<file path="src/sv/smmd_pkg.sv">
// Shared types, constants and region codes for the segmented memory map decoder.
`timescale 1ns / 1ps

package smmd_pkg;

    // Default window sizes in bytes.
    localparam int MAIN_BYTES_DEF       = 2097152;
    localparam int PARALLEL_BYTES_DEF   = 65536;
    localparam int SCRATCH_BYTES_DEF    = 1024;
    localparam int IO_BYTES_DEF         = 8192;
    localparam int BOOT_BYTES_DEF       = 524288;
    localparam int CACHE_CTRL_BYTES_DEF = 512;

    // Segment and physical base addresses.
    localparam logic [31:0] KSEG0_BASE    = 32'h8000_0000;
    localparam logic [31:0] KSEG1_BASE    = 32'ha000_0000;
    localparam logic [31:0] KSEG2_BASE    = 32'hfffe_0000;
    localparam logic [31:0] PARALLEL_BASE = 32'h1f00_0000;
    localparam logic [31:0] SCRATCH_BASE  = 32'h1f80_0000;
    localparam logic [31:0] IO_BASE       = 32'h1f80_1000;
    localparam logic [31:0] BOOT_BASE     = 32'h1fc0_0000;

    // Segment codes taken from the top three address bits.
    localparam logic [2:0] SEG_KSEG0  = 3'd4;
    localparam logic [2:0] SEG_KSEG1  = 3'd5;
    localparam logic [2:0] SEG_UNUSED = 3'd6;
    localparam logic [2:0] SEG_KSEG2  = 3'd7;

    // Access size codes.
    localparam logic [1:0] SIZE_BYTE = 2'd0;
    localparam logic [1:0] SIZE_HALF = 2'd1;
    localparam logic [1:0] SIZE_WORD = 2'd2;
    localparam logic [1:0] SIZE_BAD  = 2'd3;

    // Operation codes.
    localparam logic OP_LOAD  = 1'b0;
    localparam logic OP_STORE = 1'b1;

    // Byte index width: covers windows of up to 2**23 bytes.
    localparam int IDX_W    = 23;
    localparam int IO_OFF_W = 13;
    localparam int LANES    = 4;

    // Queue between front and back ends.
    localparam int QUEUE_DEPTH = 2;

    typedef enum logic [2:0] {
        RGN_NONE = 3'd0,
        RGN_MAIN = 3'd1,
        RGN_PAR  = 3'd2,
        RGN_SCR  = 3'd3,
        RGN_IO   = 3'd4,
        RGN_BOOT = 3'd5,
        RGN_CC   = 3'd6
    } t_region;

    // One classified access as handed from the front end to the back end.
    typedef struct packed {
        logic                               op;
        logic [1:0]                         size;
        logic [1:0]                         last;
        logic                               bus_err;
        t_region [LANES-1:0]                rgn;
        logic [LANES-1:0][IDX_W-1:0]        idx;
        logic [31:0]                        wdata;
        logic                               io_req;
        logic [IO_OFF_W-1:0]                io_off;
        logic [31:0]                        io_wdata;
    } t_item;

endpackage

</file>
<file path="src/sv/smmd_queue.sv">
// Short queue of classified accesses between the front and back ends.
`timescale 1ns / 1ps

module smmd_queue (
    input  logic                i_clk,
    input  logic                i_rst_n,
    input  logic                i_push,
    input  smmd_pkg::t_item     i_item,
    output logic                o_full,
    input  logic                i_pop,
    output logic                o_empty,
    output smmd_pkg::t_item     o_item
);

    localparam int PTR_W = $clog2(smmd_pkg::QUEUE_DEPTH);
    localparam int CNT_W = $clog2(smmd_pkg::QUEUE_DEPTH + 1);

    smmd_pkg::t_item    r_slot [smmd_pkg::QUEUE_DEPTH];
    logic [PTR_W-1:0]   r_wr_ptr;
    logic [PTR_W-1:0]   r_rd_ptr;
    logic [CNT_W-1:0]   r_count;
    logic               w_do_push;
    logic               w_do_pop;

    assign o_full    = (r_count == CNT_W'(smmd_pkg::QUEUE_DEPTH));
    assign o_empty   = (r_count == '0);
    assign o_item    = r_slot[r_rd_ptr];
    assign w_do_push = i_push && !o_full;
    assign w_do_pop  = i_pop && !o_empty;

    always_ff @(posedge i_clk) begin
        if (!i_rst_n) begin
            r_wr_ptr <= '0;
            r_rd_ptr <= '0;
            r_count  <= '0;
        end else begin
            if (w_do_push) begin
                r_wr_ptr <= (r_wr_ptr == PTR_W'(smmd_pkg::QUEUE_DEPTH - 1)) ? '0
                                                                           : r_wr_ptr + 1'b1;
            end
            if (w_do_pop) begin
                r_rd_ptr <= (r_rd_ptr == PTR_W'(smmd_pkg::QUEUE_DEPTH - 1)) ? '0
                                                                           : r_rd_ptr + 1'b1;
            end
            if (w_do_push && !w_do_pop) begin
                r_count <= r_count + 1'b1;
            end else if (w_do_pop && !w_do_push) begin
                r_count <= r_count - 1'b1;
            end
        end
    end

    always_ff @(posedge i_clk) begin
        if (w_do_push) begin
            r_slot[r_wr_ptr] <= i_item;
        end
    end

endmodule

</file>
<file path="config.mk">
export PLATFORM = sky130hd
export DESIGN_NAME = smmd_queue
export DESIGN_NICKNAME = d
export VERILOG_FILES = /design/src/sv/smmd_pkg.sv /design/src/sv/smmd_queue.sv
export SDC_FILE = /design/constraint.sdc
export NUM_CORES = 1
export LEC_CHECK = 0
export BUFFER_PORTS_ARGS = -buffer_cell sky130_fd_sc_hd__buf_4
export CORE_ASPECT_RATIO = 1.2
export CORE_UTILIZATION = 52
export CTS_CLUSTER_DIAMETER = 200
export DETAILED_ROUTE_END_ITERATION = 7
export GPL_ROUTABILITY_DRIVEN = 0
export PLACE_DENSITY_LB_ADDON = 0.15
export REMOVE_ABC_BUFFERS = 1
export SLEW_MARGIN = 20
export SYNTH_ARGS = -nofsm -noshare
export SYNTH_HDL_FRONTEND = slang
export SYNTH_SLANG_ARGS = --single-unit
</file>
<file path="constraint.sdc">
create_clock -name i_clk -period 10.2 [get_ports i_clk]
set_clock_uncertainty 0.05 [all_clocks]
set_input_delay 0 -clock i_clk [delete_from_list [all_inputs] [get_ports i_clk]]
set_output_delay 0 -clock i_clk [all_outputs]
set_load 0.02 [all_outputs]
</file>
# Word level (Yosys, flattened, before mapping)
# Memories as Yosys holds them, arrays and structs flattened. A register that Yosys moved wholly into a read port is not among the register bits.
# Index checks and enable logic that the tools add are counted.
# classes
add_sub_neg,4
n_eq_ne,1
n_mux,8
n_reduce_logical,10
# op_table
op,n
1-bit 2-to-1 mux,6
1-bit logical AND,4
1-bit logical NOT,4
2-bit 2-to-1 mux,2
"1-bit adder, second input constant",2
"2-bit by 1-bit adder with 2-bit output, second input constant",1
"2-bit == test, second input constant",1
2-bit logical NOT,1
2-bit nonzero test,1
"2-bit by 1-bit subtractor with 2-bit output, second input constant",1
# word_totals
reg_bits,4
ramBits,376
inputBits,192
output_inout_bits,190
wordCells,27
mem_count,1
# memory_table
memory,depth,word_bits,read_ports,rd_clocked_by_memory_dff,wr,line,text
r_slot,2,188,1,1,1,smmd_queue.sv:18,smmd_pkg::t_item r_slot [smmd_pkg::QUEUE_DEPTH];

# Logic depth before layout (Yosys ltp)
# Gate-level depths: netlist of the first run.
# depth
depth_word,7
depth_mapped,7
depth_no_buf,7

# Worst setup path before layout of the first run
# Ideal clock, no wire load.
# synth_timing
path_kind,reg-to-reg
from,register r_count[0]
to,"memory r_slot[0][0] (netlist bit), enable pin"
t_arrival_ns,7.869
required_ns,9.446
path_slack_ns,1.577
path_stages_with_launch,4
path_cell_list,dfxtp_1 > nand2b_1 > inv_1 > nor3_2
# synth_between
elab_chain_cells,5
# synth_rtl
item,line,text
"start, declared",smmd_queue.sv:21,logic [CNT_W-1:0] r_count;
"start signal, assigned",smmd_queue.sv:46,r_count <= r_count + 1'b1;
"start signal, assigned",smmd_queue.sv:48,r_count <= r_count - 1'b1;
2-bit == test,smmd_queue.sv:25,assign o_full = (r_count == CNT_W'(smmd_pkg::QUEUE_DEPTH));
via o_full,smmd_queue.sv:9,"output logic o_full,"
1-bit logical NOT,smmd_queue.sv:28,assign w_do_push = i_push && !o_full;
1-bit logical AND,smmd_queue.sv:28,
1-bit 2-to-1 mux,smmd_queue.sv:54,if (w_do_push) begin
1-bit 2-to-1 mux (implied by the code),smmd_queue.sv:55,r_slot[r_wr_ptr] <= i_item;
"end, declared",smmd_queue.sv:18,
# The timed path passes the listed nets, and every way through them passes these cells.

# Final worst setup path of the first run
# layout_timing
from,register r_count[0]
to,"memory r_slot[1][123] (netlist bit), enable pin"
# layout_between
elab_chain_cells,5
# layout_rtl
item,line
2-bit == test,smmd_queue.sv:25
1-bit logical NOT,smmd_queue.sv:28
1-bit logical AND,smmd_queue.sv:28
1-bit 2-to-1 mux,smmd_queue.sv:54
1-bit 2-to-1 mux (implied by the code),smmd_queue.sv:55
# Every way passes these cells.

==> results of run 1 <==
==> registers in the layout, summed over array words and instances, names as in the netlist, named ones only <==
name	flops
r_wr_ptr	1
r_rd_ptr	1
r_count	2
r_slot	376
==> per-stage QoR <==
step | utilization (%) | std cells | hold slack (ns) | total power [mW]
2_1_floorplan | - | 589 | 0.0489 | 3.14
3_3_place_gp | 65.3 | 1313 | 0.135 | 3.54
3_5_place_dp | 65.3 | 1313 | 0.137 | 3.56
4_1_cts | 77.0 | 1570 | 0.136 | 4.94
5_1_grt | 77.0 | 1574 | 0.143 | 5.09
6_report | 77.0 | 1574 | 0.157 | 4.91
==> worst max-delay path: stages, from the launching register on <==
cell and delay [ns]:
dfxtp_1 0.42, nand2b_1 0.18, and3_4 0.73, buf_4 0.80
buf_4 0.84
==> synthesized netlist by cell type <==
master / count / area (um^2)
nand2b_1: 1 / 6.26
a21boi_0: 1 / 7.51
and2_1: 3 / 18.8
inv_1: 2 / 7.51
xor2_1: 1 / 8.76
nor3_2: 1 / 10.0
edfxtp_1: 376 / 11300
dfxtp_1: 5 / 100
mux2_4: 101 / 1520
or3_1: 1 / 6.26
and3_1: 1 / 6.26
o21ai_1: 1 / 5.00
o21a_1: 1 / 7.51
a21boi_1: 1 / 7.51
xnor2_1: 2 / 17.5
o21ai_0: 1 / 5.00
mux2_2: 87 / 980
nor2_1: 2 / 7.51
ha_1: 1 / 12.5
buf_2: 6 / 30.0
buf_6: 15 / 169
==> cells by family after synthesis <==
family / Yosys count / synth area share [%]
flip-flops: 381 / 80.1
XOR/XNOR: 3 / 0.185
AO/OA/AOI/OAI: 5 / 0.229
adder cells (fa/ha/maj): 1 / 0.0880
buffers and inverters: 23 / 1.45
AND/OR/NAND/NOR: 9 / 0.387
multiplexers: 188 / 17.6
==> area by class of cell <==
cell class	count	area, um^2
fill	1484	6110
antenna	4	10.0
inverter	2	7.51
multi-input combinational	206	2630
clock inverter	18	131
tap	335	419
clock buffer	48	1050
timing repair buffer	580	4840
sequential	381	11400
==> power by group through the flow <==
stage	Clock, mW	Combinational [mW]	Sequential [mW]
3_5_place_dp	0	1.49	2.07
5_1_grt	1.41	1.63	2.05
3_3_place_gp	0	1.49	2.06
2_1_floorplan	0	0.964	2.18
6_report	1.32	1.56	2.04
4_1_cts	1.34	1.56	2.04
==> final timing paths <==
path | startpoint | to | slack, ns
worst max-delay path | r_count[0] | r_slot[1][123] | 6.69
worst min-delay path | i_item[2] | r_slot[1][2] | 0.16
worst max register to register | r_count[0] | r_slot[1][123] | 6.69
worst min register to register | r_count[1] | r_count[1] | 0.50
==> routing by layer <==
layer	share of wire, %	global-route usage (%)	up-vias
li1	-	-	3636
met1	36	23.8	3952
met2	53	39.2	302
met3	7.0	5.86	73
met4	3.7	10.9	0
met5	0	0	-
==> impl_metrics.tcl, run 1 <==
set metrics [dict create \
    cp-end-kind "register" \
    clock_latency_ns 0.51 \
    cts_hold_buf 191 \
    drive_gt1_share_pct 50.9 \
    cp.required_ns 10.28 \
    critPathKind "reg -> reg" \
    drv_cap 0 \
    io_pins 382 \
    clockPowerShare_pct 26.8 \
    yosys_warnings 0 \
    outcome "finished, final reports clean" \
    grt_max_degree 74 \
    cts_sinks 381 \
    grt.overflow.total 0 \
    vias 7963 \
    drtAntennaViolNets 0 \
    die_h_um 183 \
    syn_inst 610 \
    seqPwrFrac_pct 41.4 \
    drc 0 \
    dp_slack_ns 6.63 \
    totalWireLength_um 30900 \
    final_common_cell "buf_4" \
    cts-root-buf "clkbuf_16" \
    clock.fmax_mhz 285 \
    coreArea_mm2 0.0266 \
    grt_setup_unrepaired "no" \
    place_area_mm2 0.0174 \
    layout_setup_ws_ns 6.69 \
    layout.nets 1402 \
    drtIter0Drc 318 \
    cts_buffers 38 \
    wire_per_inst_um 19.6 \
    ir_drop_v 0.000207 \
    yosysSeqAreaShare_pct 80.1 \
    p_switching_mw 1.42 \
    synth_area_mm2 0.0142 \
    final_area_mm2 0.0205 \
    relSlewSlack_pct 35.7 \
    ys_ff_latch 381 \
    hold_viol 0 \
    cts_tree "yes" \
    min_path_type "in -> reg" \
    p_leak_nw 7.90 \
    timing.final.crit_share_pct 34.5 \
    fin_crit_ns 3.51 \
    tns_ns 0 \
    row_count 65 \
    cp.arrival_ns 3.60 \
    grt_pass1_vias 8533 \
    grtUsageTotal_pct 21.8 \
    dp_hpwl_um 18500 \
    area_growth_syn_to_layout_pct 44.1 \
    tightest_slew_ns 0.965 \
    dr.pass1.iters 4 \
    hold_depth 2 \
    setup_viol 0 \
    r2r_cells 4 \
    dieArea_mm2 0.0280 \
    pwr-share-comb_pct 31.7 \
    die_x_um 153 \
    postCtsSetupBuffers 0 \
    post_cts_resized 0 \
    avgSynthCellArea_um2 23.3 \
    synth_cell_type_count 21 \
    initial_core_util_pct 53.5 \
    h-tree-depth 2 \
    cts_max_path_buffers 3 \
    intPower_mw 3.50 \
    crit_path_start_kind "register" \
    io_buffers 381 \
    final_cell_mix "388 x buf_4, 376 x edfxtp_1, 191 x dlygate4sd3_1" \
    swShare_pct 28.9 \
    vias_per_cell 5.06 \
    path_max_fanout 68 \
    grt_pass1_wl_um 45900 \
    drv_slew 0 \
    antenna_found_initial 4 \
    clkTransAtPathRegs_ns 0.06 \
    p_per_area_mw_per_mm2 240 \
]
(Power assumes the default switching activity.)
==> inputs of run 2 (changes only) <==
==> constraint.sdc (replaced) <==
create_clock -name i_clk -period 3.35 [get_ports i_clk]
set_clock_uncertainty 0.05 [all_clocks]
set_input_delay 0 -clock i_clk [delete_from_list [all_inputs] [get_ports i_clk]]
set_output_delay 0 -clock i_clk [all_outputs]
set_load 0.02 [all_outputs]
==> run 2 against run 1 <==
Non-clock buffer count up 2. Worst setup slack worse by 5.5 ns. Fmax up 60%. Utilization up 0.13 points. Die area unchanged. Cell count down 0.25%. Sequential power rose to 3.0 times the previous value. Critical path depth down 1. Clock-buffer cell count up 1. Sequential cell count unchanged. Power rose to 3.0 times the previous value. Critical path type unchanged. Critical endpoint is now r_slot[1][24]. Largest power group unchanged.
==> impl_metrics.tcl, run 2 (synthesis results as in run 1) <==
set metrics [dict create \
    drtAntennaViolNets 0 \
    critPathMaxStageDelay_ns 0.72 \
    outcome "finished, final reports clean" \
    regMostFlops "r_slot" \
    cp.arrival_ns 2.33 \
    dr.pass1.iters 4 \
    timing.final.crit_share_pct 65.7 \
    cts_max_path_buffers 3 \
    cts_sinks 381 \
    coreArea_mm2 0.0266 \
    fin_crit_ns 2.20 \
    cp.required_ns 3.48 \
    vias 7873 \
    crit_slowest_cell "and3_4" \
    vias_per_cell 5.01 \
    drv_slew 0 \
    setup_viol 0 \
    antenna_found_initial 3 \
    post_cts_resized 0 \
    die_h_um 183 \
    drv_cap 0 \
    io_pins 382 \
    cts_tree "yes" \
    path_max_fanout 49 \
    drc 0 \
    cts_buffers 38 \
    cts-root-buf "clkbuf_16" \
    drive_gt1_share_pct 51.1 \
    final_cell_mix "385 x buf_4, 376 x edfxtp_1, 191 x dlygate4sd3_1" \
    largest_reg_flops 376 \
    ir_drop_v 0.000723 \
    grt_pass1_vias 8406 \
    row_count 65 \
    area_growth_syn_to_layout_pct 44.3 \
    min_path_type "in -> reg" \
    grt.overflow.total 0 \
    top_regs "r_slot (376), r_count (2)" \
    h-tree-depth 2 \
    grt_max_degree 95 \
    die_x_um 153 \
    critPathKind "reg -> reg" \
    hold_viol 0 \
    grt_setup_unrepaired "no" \
    final_common_cell "buf_4" \
    dp_hpwl_um 18600 \
    grtUsageTotal_pct 21.7 \
    clock.fmax_mhz 454 \
    cts_hold_buf 191 \
    path_cells "nand2b_1, and3_4, buf_4" \
    dieArea_mm2 0.0280 \
    crit_buf_inv 1 \
    wire_per_inst_um 19.6 \
    crit_family "simple AND/OR/NAND/NOR gates" \
    totalWireLength_um 30800 \
    p_per_area_mw_per_mm2 726 \
    clkTransAtPathRegs_ns 0.06 \
    stdcell_count 1570 \
    place_inst 1315 \
    grt_pass1_wl_um 45800 \
    crit_path_start_kind "register" \
    initial_core_util_pct 53.5 \
    p_leak_nw 7.91 \
    io_buffers 381 \
    utilization_pct 77.2 \
    tns_ns 0 \
    relSlewSlack_pct 49.2 \
    layout.nets 1404 \
    clock_latency_ns 0.51 \
    postCtsSetupBuffers 0 \
    drtIter0Drc 377 \
    tightest_slew_ns 0.761 \
    cp-end-kind "register" \
]
run 2: cell count changes in the layout (fill, tap and decap cells not counted), sizes merged:
cell	before	now
clkinvlp	2	0
diode	4	3
clkinv	14	11
buf	389	391
bufinv	2	1
clkbuf	48	49
run 2: worst register-to-register path, cell delays in order, from the launching register on:
cell,delay [ns]
dfxtp_1,0.43
nand2b_1,0.20
and3_4,0.72
buf_4,0.47
run 2: routing by layer:
metal	GRT usage (%)	part of all wire (%)	vias to the layer above
met1	23.8	37	3853
met3	5.84	6.7	77
met5	0	0	-
met4	10.5	4.2	0
li1	-	-	3627
met2	39.0	52	316
run 2: cell type report:
cell class	instances	area, um^2
repair buffers	582	4920
well taps	335	419
multi-input cells	206	2630
fillers	1515	6080
clock buffers	49	1060
flip-flops and latches	381	11400
clock inverters	12	77.6
diodes	3	7.51
inverters	2	7.51
run 2: report_power, final:
| group | internal [mW] | switching (mW) |
|---|---|---|
| Combinational | 2.32 | 2.50 |
| Sequential | 5.99 | 0.182 |
| Clock | 2.28 | 1.63 |
| Total | 10.6 | 4.31 |
run 2: path summary, 6_finish.rpt:
kind,from,end,slack [ns],cells past startpoint
setup reg to reg,r_count[0],r_slot[1][24],1.15,3
hold reg to reg,r_rd_ptr,register,0.53,2
hold / removal,i_item[21],r_slot[0][21],0.16,2
setup / recovery,r_count[0],r_slot[1][24],1.15,3
run 2: stage by stage:
step | area (um^2) | setup slack, ns | hold WS (ns) | total power [mW]
floorplan | 14000 | -5.27 | 0.0489 | 9.26
global placement | 17500 | 1.21 | 0.135 | 10.8
detailed placement | 17500 | 1.16 | 0.138 | 10.9
CTS | 20500 | 1.15 | 0.144 | 15.0
global route | 20500 | 1.01 | 0.143 | 15.4
finish | 20500 | 1.15 | 0.156 | 14.9
