## config.mk

```make
export PLATFORM = sky130hd
export DESIGN_NAME = smmd_front
export DESIGN_NICKNAME = d
export VERILOG_FILES = /design/src/sv/smmd_pkg.sv /design/src/sv/smmd_front.sv
export SDC_FILE = /design/constraint.sdc
export NUM_CORES = 1
export LEC_CHECK = 0
export BUFFER_PORTS_ARGS = -buffer_cell sky130_fd_sc_hd__buf_4
export CORE_MARGIN = 2
export CORE_UTILIZATION = 36
export DETAILED_ROUTE_END_ITERATION = 16
export GPL_TIMING_DRIVEN = 1
export SLEW_MARGIN = 0
export SYNTH_ARGS = -nofsm -noshare
export SYNTH_HDL_FRONTEND = slang
export SYNTH_SLANG_ARGS = --single-unit
```

## constraint.sdc

```tcl
create_clock -name i_clk -period 16.7 [get_ports i_clk]
set_input_delay 1.67 -clock i_clk [delete_from_list [all_inputs] [get_ports i_clk]]
set_output_delay 1.67 -clock i_clk [all_outputs]
set_load 0.01 [all_outputs]
```

## src/sv/smmd_pkg.sv

```systemverilog
// Shared types, constants and region codes for the segmented memory map decoder.
`timescale 1ns / 1ps

package smmd_pkg;

    // Default window sizes in bytes.
    localparam int MAIN_BYTES_DEF       = 2097152;
    localparam int PARALLEL_BYTES_DEF   = 65536;
    localparam int SCRATCH_BYTES_DEF    = 1024;
    localparam int IO_BYTES_DEF         = 8192;
    localparam int BOOT_BYTES_DEF       = 524288;
    localparam int CACHE_CTRL_BYTES_DEF = 512;

    // Segment and physical base addresses.
    localparam logic [31:0] KSEG0_BASE    = 32'h8000_0000;
    localparam logic [31:0] KSEG1_BASE    = 32'ha000_0000;
    localparam logic [31:0] KSEG2_BASE    = 32'hfffe_0000;
    localparam logic [31:0] PARALLEL_BASE = 32'h1f00_0000;
    localparam logic [31:0] SCRATCH_BASE  = 32'h1f80_0000;
    localparam logic [31:0] IO_BASE       = 32'h1f80_1000;
    localparam logic [31:0] BOOT_BASE     = 32'h1fc0_0000;

    // Segment codes taken from the top three address bits.
    localparam logic [2:0] SEG_KSEG0  = 3'd4;
    localparam logic [2:0] SEG_KSEG1  = 3'd5;
    localparam logic [2:0] SEG_UNUSED = 3'd6;
    localparam logic [2:0] SEG_KSEG2  = 3'd7;

    // Access size codes.
    localparam logic [1:0] SIZE_BYTE = 2'd0;
    localparam logic [1:0] SIZE_HALF = 2'd1;
    localparam logic [1:0] SIZE_WORD = 2'd2;
    localparam logic [1:0] SIZE_BAD  = 2'd3;

    // Operation codes.
    localparam logic OP_LOAD  = 1'b0;
    localparam logic OP_STORE = 1'b1;

    // Byte index width: covers windows of up to 2**23 bytes.
    localparam int IDX_W    = 23;
    localparam int IO_OFF_W = 13;
    localparam int LANES    = 4;

    // Queue between front and back ends.
    localparam int QUEUE_DEPTH = 2;

    typedef enum logic [2:0] {
        RGN_NONE = 3'd0,
        RGN_MAIN = 3'd1,
        RGN_PAR  = 3'd2,
        RGN_SCR  = 3'd3,
        RGN_IO   = 3'd4,
        RGN_BOOT = 3'd5,
        RGN_CC   = 3'd6
    } t_region;

    // One classified access as handed from the front end to the back end.
    typedef struct packed {
        logic                               op;
        logic [1:0]                         size;
        logic [1:0]                         last;
        logic                               bus_err;
        t_region [LANES-1:0]                rgn;
        logic [LANES-1:0][IDX_W-1:0]        idx;
        logic [31:0]                        wdata;
        logic                               io_req;
        logic [IO_OFF_W-1:0]                io_off;
        logic [31:0]                        io_wdata;
    } t_item;

endpackage

```

## src/sv/smmd_front.sv

```systemverilog
// Front end: registers an accepted access and classifies each of its bytes by region.
`timescale 1ns / 1ps

module smmd_front #(
    parameter int MAIN_BYTES       = smmd_pkg::MAIN_BYTES_DEF,
    parameter int PARALLEL_BYTES   = smmd_pkg::PARALLEL_BYTES_DEF,
    parameter int SCRATCH_BYTES    = smmd_pkg::SCRATCH_BYTES_DEF,
    parameter int IO_BYTES         = smmd_pkg::IO_BYTES_DEF,
    parameter int BOOT_BYTES       = smmd_pkg::BOOT_BYTES_DEF,
    parameter int CACHE_CTRL_BYTES = smmd_pkg::CACHE_CTRL_BYTES_DEF
) (
    input  logic                i_clk,
    input  logic                i_rst_n,
    input  logic                i_start,
    input  logic                i_operation,
    input  logic [1:0]          i_access_size,
    input  logic [31:0]         i_address,
    input  logic [31:0]         i_write_data,
    input  logic                i_full,
    output logic                o_busy,
    output logic                o_push,
    output smmd_pkg::t_item     o_item
);

    logic        r_valid;
    logic        n_valid;
    logic        r_op;
    logic [1:0]  r_size;
    logic [31:0] r_addr;
    logic [31:0] r_wdata;

    logic                          w_accept;
    logic [31:0]                   w_a    [smmd_pkg::LANES];
    logic [31:0]                   w_p    [smmd_pkg::LANES];
    smmd_pkg::t_region             w_rgn  [smmd_pkg::LANES];
    logic [smmd_pkg::IDX_W-1:0]    w_idx  [smmd_pkg::LANES];
    logic [smmd_pkg::LANES-1:0]    w_lane_on;
    logic [1:0]                    w_last;
    logic                          w_err;
    logic                          w_any_io;
    logic [1:0]                    w_first_io;
    logic [31:0]                   w_wd_masked;

    assign o_busy   = r_valid && i_full;
    assign w_accept = i_start && !o_busy;
    assign o_push   = r_valid && !i_full;

    always_comb begin
        n_valid = r_valid;
        if (w_accept) begin
            n_valid = 1'b1;
        end else if (o_push) begin
            n_valid = 1'b0;
        end
    end

    always_ff @(posedge i_clk) begin
        if (!i_rst_n) begin
            r_valid <= 1'b0;
        end else begin
            r_valid <= n_valid;
        end
    end

    always_ff @(posedge i_clk) begin
        if (w_accept) begin
            r_op    <= i_operation;
            r_size  <= i_access_size;
            r_addr  <= i_address;
            r_wdata <= i_write_data;
        end
    end

    // Per-byte decode; the byte address wraps at 32 bits.
    always_comb begin
        for (int k = 0; k < smmd_pkg::LANES; k++) begin
            w_a[k] = r_addr + 32'(k);
            if (w_a[k][31:29] == smmd_pkg::SEG_KSEG0) begin
                w_p[k] = w_a[k] - smmd_pkg::KSEG0_BASE;
            end else if (w_a[k][31:29] == smmd_pkg::SEG_KSEG1) begin
                w_p[k] = w_a[k] - smmd_pkg::KSEG1_BASE;
            end else begin
                w_p[k] = w_a[k];
            end
        end
    end

    always_comb begin
        for (int k = 0; k < smmd_pkg::LANES; k++) begin
            w_rgn[k] = smmd_pkg::RGN_NONE;
            w_idx[k] = '0;
            unique case (w_a[k][31:29])
                smmd_pkg::SEG_KSEG2: begin
                    if (w_a[k] >= smmd_pkg::KSEG2_BASE &&
                        (w_a[k] - smmd_pkg::KSEG2_BASE) < 32'(CACHE_CTRL_BYTES)) begin
                        w_rgn[k] = smmd_pkg::RGN_CC;
                        w_idx[k] = smmd_pkg::IDX_W'(w_a[k] - smmd_pkg::KSEG2_BASE);
                    end
                end
                smmd_pkg::SEG_UNUSED: begin
                    w_rgn[k] = smmd_pkg::RGN_NONE;
                end
                default: begin
                    if (w_p[k] < 32'(MAIN_BYTES)) begin
                        w_rgn[k] = smmd_pkg::RGN_MAIN;
                        w_idx[k] = smmd_pkg::IDX_W'(w_p[k]);
                    end else if (w_p[k] >= smmd_pkg::PARALLEL_BASE &&
                        (w_p[k] - smmd_pkg::PARALLEL_BASE) < 32'(PARALLEL_BYTES)) begin
                        w_rgn[k] = smmd_pkg::RGN_PAR;
                        w_idx[k] = smmd_pkg::IDX_W'(w_p[k] - smmd_pkg::PARALLEL_BASE);
                    end else if (w_p[k] >= smmd_pkg::SCRATCH_BASE &&
                        (w_p[k] - smmd_pkg::SCRATCH_BASE) < 32'(SCRATCH_BYTES)) begin
                        w_rgn[k] = smmd_pkg::RGN_SCR;
                        w_idx[k] = smmd_pkg::IDX_W'(w_p[k] - smmd_pkg::SCRATCH_BASE);
                    end else if (w_p[k] >= smmd_pkg::IO_BASE &&
                        (w_p[k] - smmd_pkg::IO_BASE) < 32'(IO_BYTES)) begin
                        w_rgn[k] = smmd_pkg::RGN_IO;
                        w_idx[k] = smmd_pkg::IDX_W'(w_p[k] - smmd_pkg::IO_BASE);
                    end else if (w_p[k] >= smmd_pkg::BOOT_BASE &&
                        (w_p[k] - smmd_pkg::BOOT_BASE) < 32'(BOOT_BYTES)) begin
                        w_rgn[k] = smmd_pkg::RGN_BOOT;
                        w_idx[k] = smmd_pkg::IDX_W'(w_p[k] - smmd_pkg::BOOT_BASE);
                    end
                end
            endcase
        end
    end

    always_comb begin
        unique case (r_size)
            smmd_pkg::SIZE_BYTE: begin
                w_last      = 2'd0;
                w_wd_masked = {24'd0, r_wdata[7:0]};
            end
            smmd_pkg::SIZE_HALF: begin
                w_last      = 2'd1;
                w_wd_masked = {16'd0, r_wdata[15:0]};
            end
            default: begin
                w_last      = 2'd3;
                w_wd_masked = r_wdata;
            end
        endcase
    end

    always_comb begin
        w_err      = (r_size == smmd_pkg::SIZE_BAD);
        w_any_io   = 1'b0;
        w_first_io = 2'd0;
        for (int k = 0; k < smmd_pkg::LANES; k++) begin
            w_lane_on[k] = (2'(k) <= w_last);
            if (w_lane_on[k] && w_rgn[k] == smmd_pkg::RGN_NONE) begin
                w_err = 1'b1;
            end
        end
        // Walk downward so the lowest IO lane wins.
        for (int k = smmd_pkg::LANES - 1; k >= 0; k--) begin
            if (w_lane_on[k] && w_rgn[k] == smmd_pkg::RGN_IO) begin
                w_any_io   = 1'b1;
                w_first_io = 2'(k);
            end
        end
    end

    always_comb begin
        o_item         = '0;
        o_item.op      = r_op;
        o_item.size    = r_size;
        o_item.last    = w_last;
        o_item.bus_err = w_err;
        o_item.wdata   = w_wd_masked;
        for (int k = 0; k < smmd_pkg::LANES; k++) begin
            o_item.rgn[k] = w_rgn[k];
            o_item.idx[k] = w_idx[k];
        end
        o_item.io_req = !w_err && w_any_io;
        if (o_item.io_req) begin
            o_item.io_off = w_idx[w_first_io][smmd_pkg::IO_OFF_W-1:0];
            if (r_op == smmd_pkg::OP_STORE) begin
                o_item.io_wdata = w_wd_masked >> {w_first_io, 3'b000};
            end
        end
    end

endmodule

```

## After elaboration in Yosys (flattened, before gate mapping)

Index checks and enable logic that the tools add are counted.

- Register bits: 68
- Input port bits: 71
- Output and inout bits: 190
- Word-level logic and storage cells: 235

- $add $sub $neg: 31
- Order comparisons: 49
- Equal/unequal tests: 22
- Shift-type cells: 1
- Muxes and demuxes: 85
- Bitwise logic cells: 1
- Reductions and logical operators: 41

Operator list:

| cell | count |
|---|---|
| $mux 23 | 24 |
| $ge 32x29->1 const B | 16 |
| $sub 32x29->32 const B | 16 |
| $sub 32x32->32 const B | 12 |
| $mux 32 | 9 |
| $pmux 23 s2 | 4 |
| $ge 32x32->1 const B | 4 |
| $lt 32x10->1 const B | 4 |
| $lt 32x11->1 const B | 4 |
| $lt 32x14->1 const B | 4 |
| $lt 32x17->1 const B | 4 |
| $lt 32x20->1 const B | 4 |
| $lt 32x22->1 const B | 4 |
| $mux 3 | 24 |
| $add 32x2->32 const B | 2 |
| $pmux 32 s2 | 1 |
| $eq 3x3->1 const B | 20 |
| $bmux 23 s2 | 1 |
| $mux 45 | 1 |
| $add 32x1->32 const B | 1 |
| $logic_and 1x1->1 | 32 |
| $shr 32x5->32 | 1 |
| $mux 13 | 2 |
| $pmux 3 s2 | 4 |
| 13 further kinds | 32 |

## Longest topological paths before layout

- Depth in word-level cells: 24
- Mapped depth: 25
- Gate-level depth less buffers: 22

## Worst setup path after synthesis

Ideal clock, no wire load.

- Path kind: register to output
- From: register r_addr[0]
- To: output o_item[6] in the netlist's numbering
- Data arrival time: 5556 ps
- Data required time: 15030 ps
- Slack: 9474 ps
- Stages on the path, launching flop included: 24
- Buffers on the path: 3
- Cells stage by stage: edfxtp_1 > clkbuf_1 > inv_1 > ha_1 > nand3b_1 > or2_2 > clkbuf_1 > o31a_1 > or2_2 > inv_1 > ha_1 > nor2b_1 > nand2_1 > o2111a_1 > o21ai_0 > nor2b_1 > o41ai_1 > o2111ai_1 > nor4b_2 > o2bb2ai_2 > buf_2 > mux2_2 > nand2_1 > a21oi_1

RTL lines:

| item | line | text |
|---|---|---|
| start, declared | smmd_front.sv:29 | `logic [31:0] r_addr;` |
| start signal, assigned | smmd_front.sv:69 | `r_addr <= i_address;` |
| end, declared | smmd_front.sv:22 | `output smmd_pkg::t_item o_item` |

==> reports/qor.yml <==
status: "finished, final reports clean"
share_clk_of_total_power_pct: 34.0
ctsLongestPathBuffers: 2
layout.cell_area.non_filler_mm2: 0.0131
total_detailed_routing_wirelength_um: 51700
syn2layout_area_growth_pct: 21.2
via_per_inst: 6.49
synth-async-reset-ratio_pct: 0
dpl.cell_count: 2035
ys_seq_elements: 68
worstHoldPathType: "flip-flop to flip-flop"
num-nets-final: 1770
critical_path.endpoint: "o_item[40]"
dr.first_iter.drc_count: 1824
synth-xor-area-share_pct: 6.19
count_of_distinct_cell_types_in_the_synthesized_netlist: 92
hold-worst-slack_ns: 0.681
floorplan.core_area_mm2: 0.0296
power_switching_uw: 222
drc: 0
design.die.area_mm2: 0.0314
final_count_of_hold_timing_violations: 0
cts_made_buffers: 9
dieWidth_um: 177
grt-ovfl-total: 0
worst-setup-path-type: "flip-flop to output port"
synth-main-ff-cell: "sky130_fd_sc_hd__edfxtp_1"
final.min_clock_period_ns: 10.39
arithmetic_cell_share_of_the_synthesized_area_counting_full_adders_half_adders_and_majority_gates_pct: 4.98
number_of_i_o_pins: 261
startpoint_type: "flip-flop"
placement.setup.worst_slack_ns: 6.97
number_of_flops_mapped_to_enable_cells_by_yosys: 67
cpPeakStageDelay_ns: 0.89
total_leakage_power_nw: 5.08
min_period_over_period_pct: 62.2
worst_slew_margin_rel_pct: 21.8
cts-htree-levels: 3
maximum_number_of_pins_on_one_net_before_global_route_repair: 68
routedWlPerCell_um: 25.2
diode_count: 0
postSynthAreaPerCell_um2: 7.27
gr-usage-all-layers_pct: 32.3
place.detailed.hpwl_um: 40900
initial_core_util_pct: 36.6
end_kind: "output port"
netlist_area_mm2: 0.0108
postCtsSetupRepairBufs: 0
detailed_place.area_mm2: 0.0128
timing.critical_path.from: "r_addr[2]$_DFFE_PP_"
main_combinational_cell_family_by_area_after_synthesis: "simple AND/OR/NAND/NOR gates"
power.ir.vdd_worst_v: 0.0000806
cts.hold.buffers_added: 0
final_util_pct: 44.3
fmax_ghz: 0.0963
grt_setup_unrepaired: "no"
layout_setup_ws_ns: 6.31
maxSlewViolCount: 0
critical_path_arrival_ns: 8.72
report.final.setup_viol: 0
yosys-mux-area-fraction_pct: 3.61
p_per_area_mw_per_mm2: 46.0
tightest_slew_ns: 1.17
minimum_setup_slack_among_reg_to_reg_paths_ns: 14.95
cap_violations: 0
clk_transition_reported_paths_ns: 0.06
io_buffer_count: 252
detail_route.first_pass.iterations: 6
worst_clock_skew_ns: 0.00733
layout-drive-gt1-share_pct: 20.6
synth-seq-area-share_pct: 18.8
insertion_delay_ns: 0.38
switching_share_pct: 36.8
cts_root_buffer: "sky130_fd_sc_hd__clkbuf_16"
tns_ns: 0
synth_warnings: 0
path_max_fanout: 25
finalPower_uw: 603
r2r_start: "r_valid$_SDFFE_PN0P_"
first_pass_grt_wire_length_um: 77300
reg2reg_to: "r_wdata[12]$_DFFE_PP_"
timing.critical_path.slowest_stage_cell: "sky130_fd_sc_hd__a2111o_1"
antenna_violations_before_repair: 0
drt.antenna.violating_nets: 0
worst_ep_required_time_ns: 15.03
n_fill_cell: 3066
first_global_vias: 12600
power_frac_comb_pct: 29.0
cts-resized-gates: 0
place.gp.congestion: 1.02
num_rows: 63
cellInternalPower_uw: 381
mapped_cells: 1486
synth_compound_area_share_pct: 21.6
num_vias: 13300
timing.critical_path.cells: "ha_1, nand4_1, nor4_2, nand2_1, xnor2_2, clkinv_1, ha_1, nor2b_1, nor2b_1, mux2_2, xnor2_1, o21ai_0, a31o_2, o2111a_1, nor3_1, inv_1, a2111o_1, mux4_2, and2_1, buf_4"
timing.reg2reg.worst_path_depth: 3
cts.sink_count: 68
cts_tree: "built"
layoutNonFillerInstCount: 2051
die_h_um: 177
synth-simple-area-share_pct: 37.5
seq_power_share_pct: 37.0
-- final cells by class --
class	instances	area, um2	share of cell area [%]
clock inverter	7	75.1	0.573
tap	390	488	3.73
multi-input combinational	1249	8050	61.5
timing repair buffer	265	1990	15.2
clock buffer	9	225	1.72
inverter	63	236	1.81
sequential	68	2030	15.5
-- power by group through the flow --
stage	clock (mW)	combinational, mW	sequential [mW]
floorplan	0	0.121	0.209
global placement	0	0.170	0.225
detailed placement	0	0.169	0.226
CTS	0.210	0.170	0.222
global route	0.216	0.188	0.224
finish	0.205	0.175	0.223
-- how the worst min path moves through the flow --
| stage | from | to | depth (start not counted) |
|---|---|---|---|
| after floorplan | r_valid$_SDFFE_PN0P_ | r_valid$_SDFFE_PN0P_ | 2 |
| after global placement | r_valid$_SDFFE_PN0P_ | r_valid$_SDFFE_PN0P_ | 2 |
| after detailed placement | r_valid$_SDFFE_PN0P_ | r_valid$_SDFFE_PN0P_ | 2 |
| after CTS | r_valid$_SDFFE_PN0P_ | r_valid$_SDFFE_PN0P_ | 2 |
| after global routing | r_valid$_SDFFE_PN0P_ | r_valid$_SDFFE_PN0P_ | 2 |
| final | r_valid$_SDFFE_PN0P_ | r_valid$_SDFFE_PN0P_ | 2 |
-- cells in the final DEF, fill, tap and decap left out, types with 11 or more instances in the layout --
| cell type | netlist | routed |
|---|---|---|
| sky130_fd_sc_hd__a21o_1 | 15 | 15 |
| sky130_fd_sc_hd__a21oi_1 | 82 | 82 |
| sky130_fd_sc_hd__a31oi_1 | 14 | 14 |
| sky130_fd_sc_hd__and2_1 | 52 | 52 |
| sky130_fd_sc_hd__and3_1 | 35 | 35 |
| sky130_fd_sc_hd__and4_1 | 20 | 20 |
| sky130_fd_sc_hd__buf_4 | 26 | 265 |
| sky130_fd_sc_hd__edfxtp_1 | 67 | 67 |
| sky130_fd_sc_hd__ha_1 | 43 | 43 |
| sky130_fd_sc_hd__inv_1 | 60 | 60 |
| sky130_fd_sc_hd__mux2_2 | 18 | 18 |
| sky130_fd_sc_hd__mux2i_1 | 12 | 12 |
| sky130_fd_sc_hd__nand2_1 | 156 | 156 |
| sky130_fd_sc_hd__nand3_1 | 76 | 76 |
| sky130_fd_sc_hd__nand4_1 | 66 | 66 |
| sky130_fd_sc_hd__nor2_1 | 126 | 126 |
| sky130_fd_sc_hd__nor2b_1 | 12 | 11 |
| sky130_fd_sc_hd__nor3_1 | 55 | 54 |
| sky130_fd_sc_hd__nor4_1 | 51 | 51 |
| sky130_fd_sc_hd__o21ai_0 | 61 | 61 |
| sky130_fd_sc_hd__o31ai_1 | 21 | 21 |
| sky130_fd_sc_hd__or3_1 | 18 | 18 |
| sky130_fd_sc_hd__or4_1 | 31 | 31 |
| sky130_fd_sc_hd__xnor2_1 | 56 | 56 |
| sky130_fd_sc_hd__xor2_1 | 16 | 16 |
-- worst max-delay path: cells and delay by family (launching register included) --
kind / cells / cell delay [ns]
xor+xnor: 2 / 0.76
flops: 1 / 0.72
fa+ha+maj: 2 / 0.77
mux: 2 / 0.86
compound gates: 4 / 1.70
buf+inv: 3 / 0.83
simple gates: 7 / 2.66
-- registers in the layout, summed over array words and instances, names as in the netlist --
signal,flops
r_addr,32
r_op,1
r_size,2
r_wdata,32
r_valid,1
-- Yosys cell counts, types with 8 or more instances --
master                      number  area, um2
sky130_fd_sc_hd__nand3b_1        9       67.6
sky130_fd_sc_hd__clkbuf_1       66        248
sky130_fd_sc_hd__or3_1          18        113
sky130_fd_sc_hd__xor2_1         16        140
sky130_fd_sc_hd__a21boi_0       10       75.1
sky130_fd_sc_hd__nor2_1        126        473
sky130_fd_sc_hd__o211ai_1        9       67.6
sky130_fd_sc_hd__nand4_1        66        413
sky130_fd_sc_hd__nor4_1         51        319
sky130_fd_sc_hd__a21oi_1        82        410
sky130_fd_sc_hd__ha_1           43        538
sky130_fd_sc_hd__nor3_1         55        275
sky130_fd_sc_hd__mux2i_1        12        120
sky130_fd_sc_hd__a21o_1         15        113
sky130_fd_sc_hd__and2_1         52        325
sky130_fd_sc_hd__a2111oi_0       8       70.1
sky130_fd_sc_hd__and3_1         35        219
sky130_fd_sc_hd__a31oi_1        14       87.6
sky130_fd_sc_hd__buf_4          26        195
sky130_fd_sc_hd__o21ai_0        61        305
sky130_fd_sc_hd__nand3_1        76        380
sky130_fd_sc_hd__buf_2          15       75.1
sky130_fd_sc_hd__o31ai_1        21        158
sky130_fd_sc_hd__and4_1         20        175
sky130_fd_sc_hd__nand2b_1       10       62.6
sky130_fd_sc_hd__mux2_2         18        203
sky130_fd_sc_hd__or4_1          31        233
sky130_fd_sc_hd__nor2b_1        12       75.1
sky130_fd_sc_hd__nand2_1       156        586
sky130_fd_sc_hd__o31a_1          9       78.8
sky130_fd_sc_hd__xnor2_1        56        490
sky130_fd_sc_hd__edfxtp_1       67       2010
sky130_fd_sc_hd__inv_1          60        225
-- kinds of logic after synthesis --
logic type	Yosys count
other	1
buffers and inverters	176
adders and majority gates	43
AOI/OAI and AO/OA	333
and+or+nand+nor	758
muxes	33
DFF	68
xor gates and xnor gates	74
-- layer usage --
| metal | track usage (%) | up-vias | wire length [um] |
|---|---|---|---|
| met5 | 0 | - | 0 |
| met4 | 15.0 | 0 | 2640 |
| met3 | 7.41 | 152 | 5640 |
| met2 | 51.1 | 925 | 23200 |
| met1 | 41.5 | 6292 | 20200 |
| li1 | - | 5945 | - |
(Power assumes the default switching activity.)
